--- src/hdl/rau_pkg.sv ---
`timescale 1ns / 1ps
// ----------------------------------------------------------------------------
// rau_pkg: shared types and constants for the rational arithmetic unit
// Operation and status codes, transfer payload structs and the request and
// response structs of the shared divider.
// ----------------------------------------------------------------------------
package rau_pkg;

    localparam int WORD_BITS = 32;
    localparam int WIDE_BITS = 2 * WORD_BITS;
    localparam int CNT_BITS  = $clog2(WIDE_BITS + 1);

    localparam logic [2:0] OP_ADD = 3'd0;
    localparam logic [2:0] OP_SUB = 3'd1;
    localparam logic [2:0] OP_MUL = 3'd2;
    localparam logic [2:0] OP_DIV = 3'd3;
    localparam logic [2:0] OP_CMP = 3'd4;

    localparam logic [1:0] ST_OK       = 2'd0;
    localparam logic [1:0] ST_ZERO_DEN = 2'd1;
    localparam logic [1:0] ST_DIV_ZERO = 2'd2;
    localparam logic [1:0] ST_OVERFLOW = 2'd3;

    typedef struct packed {
        logic [2:0]         opcode;
        logic signed [31:0] a_num;
        logic signed [31:0] a_den;
        logic signed [31:0] b_num;
        logic signed [31:0] b_den;
    } t_in_item;

    typedef struct packed {
        logic signed [31:0] res_num;
        logic [30:0]        res_den;
        logic               is_equal;
        logic [1:0]         status;
    } t_out_item;

    // Request to the shared divider: quotient and remainder of dividend/divisor
    typedef struct packed {
        logic                 start;
        logic [WIDE_BITS-1:0] dividend;
        logic [WIDE_BITS-1:0] divisor;
    } t_div_req;

    typedef struct packed {
        logic                 done;
        logic [WIDE_BITS-1:0] quot;
        logic [WIDE_BITS-1:0] rem;
    } t_div_rsp;

endpackage

--- src/hdl/rau_divider.sv ---
`timescale 1ns / 1ps
// ----------------------------------------------------------------------------
// rau_divider: shared restoring divider
// One quotient bit per cycle, WIDE_BITS bits in all; done pulses for one cycle.
// ----------------------------------------------------------------------------
module rau_divider import rau_pkg::*; (
    input  logic     i_clk,
    input  logic     i_rst_n,
    input  t_div_req i_req,
    output t_div_rsp o_rsp
);

    logic                 r_busy, n_busy;
    logic                 r_done, n_done;
    logic [CNT_BITS-1:0]  r_cnt, n_cnt;
    logic [WIDE_BITS-1:0] r_quot, n_quot;
    logic [WIDE_BITS-1:0] r_rem, n_rem;
    logic [WIDE_BITS-1:0] r_dvsr, n_dvsr;
    logic [WIDE_BITS:0]   w_trial;

    always_comb begin
        n_busy  = r_busy;
        n_done  = 1'b0;
        n_cnt   = r_cnt;
        n_quot  = r_quot;
        n_rem   = r_rem;
        n_dvsr  = r_dvsr;
        w_trial = {r_rem, r_quot[WIDE_BITS-1]} - {1'b0, r_dvsr};
        if (i_req.start) begin
            n_busy = 1'b1;
            n_cnt  = CNT_BITS'(WIDE_BITS);
            n_quot = i_req.dividend;
            n_rem  = '0;
            n_dvsr = i_req.divisor;
        end else if (r_busy) begin
            // shift in the next dividend bit, subtract when it fits
            if (!w_trial[WIDE_BITS]) begin
                n_rem  = w_trial[WIDE_BITS-1:0];
                n_quot = {r_quot[WIDE_BITS-2:0], 1'b1};
            end else begin
                n_rem  = {r_rem[WIDE_BITS-2:0], r_quot[WIDE_BITS-1]};
                n_quot = {r_quot[WIDE_BITS-2:0], 1'b0};
            end
            n_cnt = r_cnt - 1'b1;
            if (r_cnt == CNT_BITS'(1)) begin
                n_busy = 1'b0;
                n_done = 1'b1;
            end
        end
    end

    always_ff @(posedge i_clk) begin
        if (!i_rst_n) begin
            r_busy <= 1'b0;
            r_done <= 1'b0;
            r_cnt  <= '0;
        end else begin
            r_busy <= n_busy;
            r_done <= n_done;
            r_cnt  <= n_cnt;
        end
        r_quot <= n_quot;
        r_rem  <= n_rem;
        r_dvsr <= n_dvsr;
    end

    assign o_rsp.done = r_done;
    assign o_rsp.quot = r_quot;
    assign o_rsp.rem  = r_rem;

endmodule
--- config.mk ---
export PLATFORM = sky130hd
export DESIGN_NAME = rau_divider
export DESIGN_NICKNAME = d
export VERILOG_FILES = /design/src/hdl/rau_pkg.sv /design/src/hdl/rau_divider.sv
export SDC_FILE = /design/constraint.sdc
export NUM_CORES = 1
export LEC_CHECK = 0
export BUFFER_PORTS_ARGS = -buffer_cell sky130_fd_sc_hd__clkbuf_2
export CORE_MARGIN = 2
export CORE_UTILIZATION = 50
export DETAILED_ROUTE_END_ITERATION = 16
export MAX_ROUTING_LAYER = met4
export PLACE_DENSITY = 0.77
export SETUP_SLACK_MARGIN = 0.4
export SYNTH_ARGS = -nofsm -noshare
export SYNTH_HDL_FRONTEND = slang
export SYNTH_SLANG_ARGS = --single-unit
--- constraint.sdc ---
create_clock -name i_clk -period 3.1 [get_ports i_clk]
set_input_delay 0.465 -clock i_clk [delete_from_list [all_inputs] [get_ports i_clk]]
set_output_delay 0.465 -clock i_clk [all_outputs]
set_load 0.005 [all_outputs]
==> results of run 1 <==
power by group:
group	internal [uW]	leakage [uW]	total [uW]	switching (uW)
logic	1120	0.00491	2370	1250
clock network	1640	0.000377	2810	1170
registers	3110	0.00187	3260	146
area by class of cell:
cell class                      count  area, um2  share of cell area, %
Multi-Input combinational cell    842       6513                  40.32
Sequential cell                   201       5308                  32.86
Timing Repair Buffer              430       2831                  17.53
Clock buffer                       33      684.4                  4.238
Tap cell                          319      399.1                  2.471
Inverter                           81      304.0                  1.883
Clock inverter                     11      111.4                 0.6895
per-layer routing:
layer	vias up	track usage (%)
li1	5163	-
met1	5126	34.24
met2	497	48.79
met3	88	4.545
met4	0	9.524
met5	-	-
state kept, by name (all words and copies together), names as in the netlist:
name,count
r_dvsr,64
r_done,1
r_cnt,7
r_rem,64
r_busy,1
r_quot,64
per-stage QoR:
stage | hold slack [ns] | setup slack (ns)
finish | 0.09448 | -0.1494
global route | 0.08237 | -0.2661
CTS | 0.07919 | -0.03130
detailed placement | 0.4861 | -0.1915
global placement | 0.4806 | -0.1392
floorplan | 0.4685 | 0.06979
layout by cell type (no fill, tap or decap), types with 11 or more instances in the layout:
cell | netlist | final
clkbuf_2 | 2 | 258
buf_4 | 2 | 146
edfxtp_1 | 128 | 128
nor2_1 | 110 | 108
nand2_1 | 82 | 79
inv_1 | 80 | 78
a21oi_1 | 81 | 75
dfxtp_1 | 73 | 71
mux2_2 | 63 | 63
ha_1 | 66 | 62
o21ai_0 | 52 | 39
xnor2_1 | 36 | 35
mux2i_1 | 39 | 34
a211oi_1 | 41 | 33
clkbuf_16 | 0 | 30
xor2_1 | 26 | 26
a21o_1 | 23 | 23
nand4_1 | 21 | 21
nor3_1 | 22 | 15
o21a_1 | 14 | 14
o21bai_1 | 12 | 12
a221o_1 | 12 | 12
o21ai_1 | 1 | 11
buf_6 | 8 | 11
final timing paths:
path                              start                     end  slack [ns]
hold reg to reg   r_cnt[1]$_SDFFE_PP0P_   r_cnt[1]$_SDFFE_PP0P_        0.51
setup reg to reg   r_quot[63]$_DFFE_PP_  r_rem[62]$_SDFFE_PP0P_       -0.15
setup / recovery   r_quot[63]$_DFFE_PP_  r_rem[62]$_SDFFE_PP0P_       -0.15
hold / removal                i_req[45]    r_dvsr[45]$_DFFE_PP_        0.09
cells by family (layout without fill, tap and decap cells):
family,Yosys count,after routing,share of synthesized area (%)
xor gates and xnor gates,64,64,4.813
AOI/OAI and AO/OA,309,309,17.63
adders and majority gates,67,67,7.073
and+or+nand+nor,300,300,11.77
muxes,102,102,9.196
DFF,201,201,44.36
buffers and inverters,143,555,5.158
critical path: stages (launching register included):
cell and delay, ns:
edfxtp_1 0.40, inv_2 0.10, ha_4 0.15, fa_2 0.22, nor2b_2 0.06, o31a_1 0.26, o311a_1 0.35, o211ai_1 0.27
nand3_2 0.18, a31oi_4 0.24, o31a_1 0.27, o41ai_2 0.12, xor2_1 0.18, a221o_1 0.32
what timing repair did:
item | 4_1_cts | 5_1_grt
gates resized for setup | 40 | 71
setup buffers | 11 | 4
setup endpoints to repair | 65 | 65
hold endpoints to repair | 0 | 0
pin swaps | 13 | 21
gates cloned | 1 | 5
==> metrics.txt, run 1 <==
Final nets=1778; Core Util, Final=68.81%; final std cell area, no fill=16150 um2; CTS Root Cell=clkbuf_16; vias in the first global route=10770; Post-synth top cells=128 x edfxtp_1, 110 x nor2_1, 82 x nand2_1; DR DRC count=0; Seq cells post-synth=201; unrepaired setup endpoints after global routing=true; FILL cells=1801; met2 wire len=18.22 mm; Tightest Pin Transition=0.9157 ns; post-route ant nets=0; row count=56; Core ar.=23470 um2; Routed wire per std cell=19.22 um; Reg clk slew, reported paths=0.06 ns; M1 WL=14.78 mm; Synth async-reset ratio=0%; drt pass-1 iters=5; Max Used Layer=met4; Synth Instances=1186; Max FO, Critical Path=3; Max Fclk=307.7 MHz; clock skew=0.007923 ns; setup TNS=-5.111 ns; top post-synthesis cells by area=edfxtp_1 32%, dfxtp_1 12%, ha_1 6.9%, mux2_2 5.9%, nor2_1 3.5%; Power, Total=8439 uW; most frequent cell after synthesis=edfxtp_1; dpl cells=1852; Leak Pwr=0.007160 uW; Clk Latency, worst-skew pair=0.54 ns; Synth top area share=32.14%; Hold Path Class=in2reg; register area share after synthesis=44.36%; slack of the critical path=-0.1494 ns; WP data arrival=3.68 ns; share of cells above drive strength 1=38.49%; worst hold stages=1; final wirelength=36.84 mm; Ports=260; worst-case clock buffer depth=3; Ys Warns=0; post-route minimum period=3.249 ns; Final setup viols=64; hpwl dp=26.60 mm; fin crit share=104.8%; CP Launch Type=flip-flop; Post-Synthesis Net Count=1384; placed inst area=14570 um2; htree depth=1; vias per inst=5.672; Initial DRC Count=857; CP Capture Type=flip-flop; Setup CP Type=reg2reg; GRT Overall Usage=28.46%; total congestion overflow=0; largest net degree at the start of global routing=66; Hold Violations, Final=0; # diodes=0; met3 WL=2.737 mm; TritonCTS buffer count=24; EDFF count, synth=128; Final GP Congestion=0.9454; Slew Limit Fails=0; worst vdd ir=0.0004650 V; first-pass GRT wire length=54.79 mm; final std cells w/o fill=1917; synth unique cells=81; Die X-Extent=158.7 um; Pwr per Cell Area=522.5 nW/um2; syn avg cell area=10.08 um2; status=finished with violations; Post-CTS Hold Fix Bufs=0; Synth Flop Type=edfxtp_1; buffers added on ports=259; initial antenna violation count=0; Area Overhead vs Synth=35.05%; die area=25170 um2; DR vias=10870; Initial Utilization=50.95%; TritonCTS clock tree=built; synthesized cell area=11960 um2; worst path required time=3.53 ns; Die Ht=158.7 um; max-cap viol count=0; failing checks=setup timing; CTS sink count=201; post-synth top area cell=edfxtp_1; worst-case reg-to-reg path depth=13; worst rel slew slack=38.95%
No activity file was read; power rests on OpenSTA's default activity.
==> inputs of run 2 (changes only) <==
--- a/config.mk
+++ b/config.mk
@@ -12,6 +12,8 @@
 export MAX_ROUTING_LAYER = met4
 export PLACE_DENSITY = 0.77
 export SETUP_SLACK_MARGIN = 0.4
+export SKIP_CTS_REPAIR_TIMING = 1
+export SKIP_LAST_GASP = 1
 export SYNTH_ARGS = -nofsm -noshare
 export SYNTH_HDL_FRONTEND = slang
 export SYNTH_SLANG_ARGS = --single-unit
==> run 2 against run 1 <==
  * The flow still finishes with violations (setup timing)
  * Register-to-register slack better by 0.04 ns
  * Wire length shrank 3.0%
  * Power down 1.5%
  * Sequential power about the same
  * Global-route usage decreased by 0.35 points
  * Clock power barely moved
  * Worst setup slack improved by 0.036 ns
  * Flip-flop and latch count stayed put
  * Critical path type unchanged
==> metrics.txt, run 2 (same netlist as run 1, synthesis figures left out) <==
status=finished with violations; failing checks=setup timing; CTS Root Cell=clkbuf_16; DR DRC count=0 (unchanged); worst-case reg-to-reg path depth=15 (+2); # diodes=0 (unchanged); CP Launch Type=flip-flop; fin crit share=103.7% (-1.1 points); htree depth=1 (unchanged); drt pass-1 iters=4 (-1); reg2reg end=r_rem[57]$_SDFFE_PP0P_; Leak Pwr=0.007020 uW (-2.0%); Tightest Pin Transition=0.6553 ns (-0.2604 ns); Pwr per Cell Area=528.3 nW/um2 (+1.1%); final wirelength=35.74 mm (-3.0%); share of cells above drive strength 1=37.03% (-1.5 points); post-route ant nets=0 (unchanged); most frequent cells in the layout=258 x clkbuf_2, 149 x buf_4, 128 x edfxtp_1; Max Used Layer=met4; hpwl dp=26.60 mm (unchanged); worst hold stages=1 (unchanged); Die X-Extent=158.7 um (unchanged); worst-case clock buffer depth=3 (unchanged); Final GP Congestion=0.9454 (unchanged); Final nets=1768 (-0.56%); Hold Slack=0.09418 ns (-0.0003039 ns); CTS sink count=201 (unchanged); Initial DRC Count=720 (-16%); worst rel slew slack=56.26% (+17 points); slack of the critical path=-0.1139 ns (+0.03554 ns); Hold Violations, Final=0 (unchanged); total congestion overflow=0 (unchanged); met2 wire len=17.51 mm (-3.9%); min-delay src=i_req[45]; met3 WL=2.586 mm (-5.5%); FF-to-FF setup slack=-0.11 ns (+0.04 ns); reg2reg start=r_quot[63]$_DFFE_PP_; Largest regs=r_dvsr: 64 flops, r_quot: 64 flops, r_rem: 64 flops; TritonCTS clock tree=built; Max Fclk=311.2 MHz (+1.1%); die area=25170 um2 (unchanged); commonest non-fill, non-tap cell in the layout=clkbuf_2; GRT Overall Usage=28.11% (-0.35 points); Slew Limit Fails=0 (unchanged); Clk Latency, worst-skew pair=0.54 ns (about the same); unrepaired setup endpoints after global routing=true; post-route minimum period=3.214 ns (-0.03554 ns); initial antenna violation count=0 (unchanged); Ports=260 (unchanged); Area Overhead vs Synth=31.64%; vias per inst=5.616 (-1.0%); Reg clk slew, reported paths=0.06 ns (about the same); TritonCTS buffer count=24 (unchanged); Hold Path Class=in2reg; Core ar.=23470 um2 (unchanged); vias in the first global route=10600 (-1.7%); largest net degree at the start of global routing=66 (unchanged); Setup CP Type=reg2reg; Power, Total=8316 uW (-1.5%); worst vdd ir=0.0004628 V (-0.48%); worst path required time=3.51 ns (-0.02 ns); hold endpoint=r_dvsr[45]$_DFFE_PP_; Initial Utilization=50.95% (unchanged); row count=56 (unchanged); CP Capture Type=flip-flop; Max FO, Critical Path=12 (+9); M1 WL=14.54 mm (-1.6%); Die Ht=158.7 um (unchanged); DR vias=10710 (-1.5%); Routed wire per std cell=18.74 um (-2.5%); max-cap viol count=0 (unchanged); first-pass GRT wire length=54.16 mm (-1.1%); clock skew=0.01577 ns (+0.007842 ns); Final setup viols=45 (-30%); WP data arrival=3.63 ns (-0.05 ns); buffers added on ports=259 (unchanged)
## run 2: changes by cell type in the layout (fill, tap and decap cells not counted), sizes merged
cell    before  now
buf        166  160
clkbuf     297  293
## run 2: routing by layer
metal	vias to the layer above	GRT usage (%)
li1	5139	-
met1	5024	34.15
met2	458	47.80
met3	88	4.709
met4	0	9.052
met5	-	-
## run 2: layout make-up
cell class                 instances  area [um2]
inverter                          81       304.0
sequential                       201        5308
clock buffer                      33       684.4
timing repair buffer             420        2645
tap                              319       399.1
multi-input combinational        842        6291
fill                            1873        7730
clock inverter                    11       111.4
## run 2: worst max path at each step
stage | cells past startpoint | start | endpoint
2_1_floorplan | 12 | r_rem[32]$_SDFFE_PP0P_ | r_rem[57]$_SDFFE_PP0P_
3_3_place_gp | 12 | r_dvsr[25]$_DFFE_PP_ | r_rem[62]$_SDFFE_PP0P_
3_5_place_dp | 13 | r_quot[63]$_DFFE_PP_ | r_rem[62]$_SDFFE_PP0P_
4_1_cts | 13 | r_quot[63]$_DFFE_PP_ | r_rem[62]$_SDFFE_PP0P_
5_1_grt | 15 | r_quot[63]$_DFFE_PP_ | r_rem[57]$_SDFFE_PP0P_
6_report | 15 | r_quot[63]$_DFFE_PP_ | r_rem[57]$_SDFFE_PP0P_
## run 2: metrics by stage
step | TNS, ns | utilization (%) | setup WS, ns | area, um2 | std cells
3_5_place_dp | -2.527 | 62.05 | -0.1915 | 14570 | 1852
5_1_grt | -12.26 | 67.07 | -0.2612 | 15740 | 1907
3_3_place_gp | -0.2986 | 62.05 | -0.1392 | 14570 | 1852
6_report | -2.229 | 67.07 | -0.1139 | 15740 | 1907
2_1_floorplan | 0 | - | 0.06979 | 12000 | 1186
4_1_cts | -4.008 | 65.44 | -0.2370 | 15360 | 1896
## run 2: worst max-delay path, cell delays in order (launching register included)
cell	delay (ns)
edfxtp_1	0.40
inv_2	0.10
ha_4	0.14
fa_2	0.21
nor2b_2	0.05
o31a_1	0.25
o311a_1	0.40
o2111ai_2	0.27
nand2_2	0.12
a21oi_4	0.17
a21oi_4	0.10
xor2_4	0.16
buf_6	0.15
nor2_2	0.06
buf_12	0.18
a221o_1	0.34
## run 2: where the power goes
| group | leakage, uW | switching [uW] | total (uW) | internal, uW |
|---|---|---|---|---|
| registers | 0.00187 | 143 | 3260 | 3110 |
| logic | 0.00477 | 1190 | 2250 | 1060 |
| clock network | 0.000377 | 1170 | 2810 | 1640 |
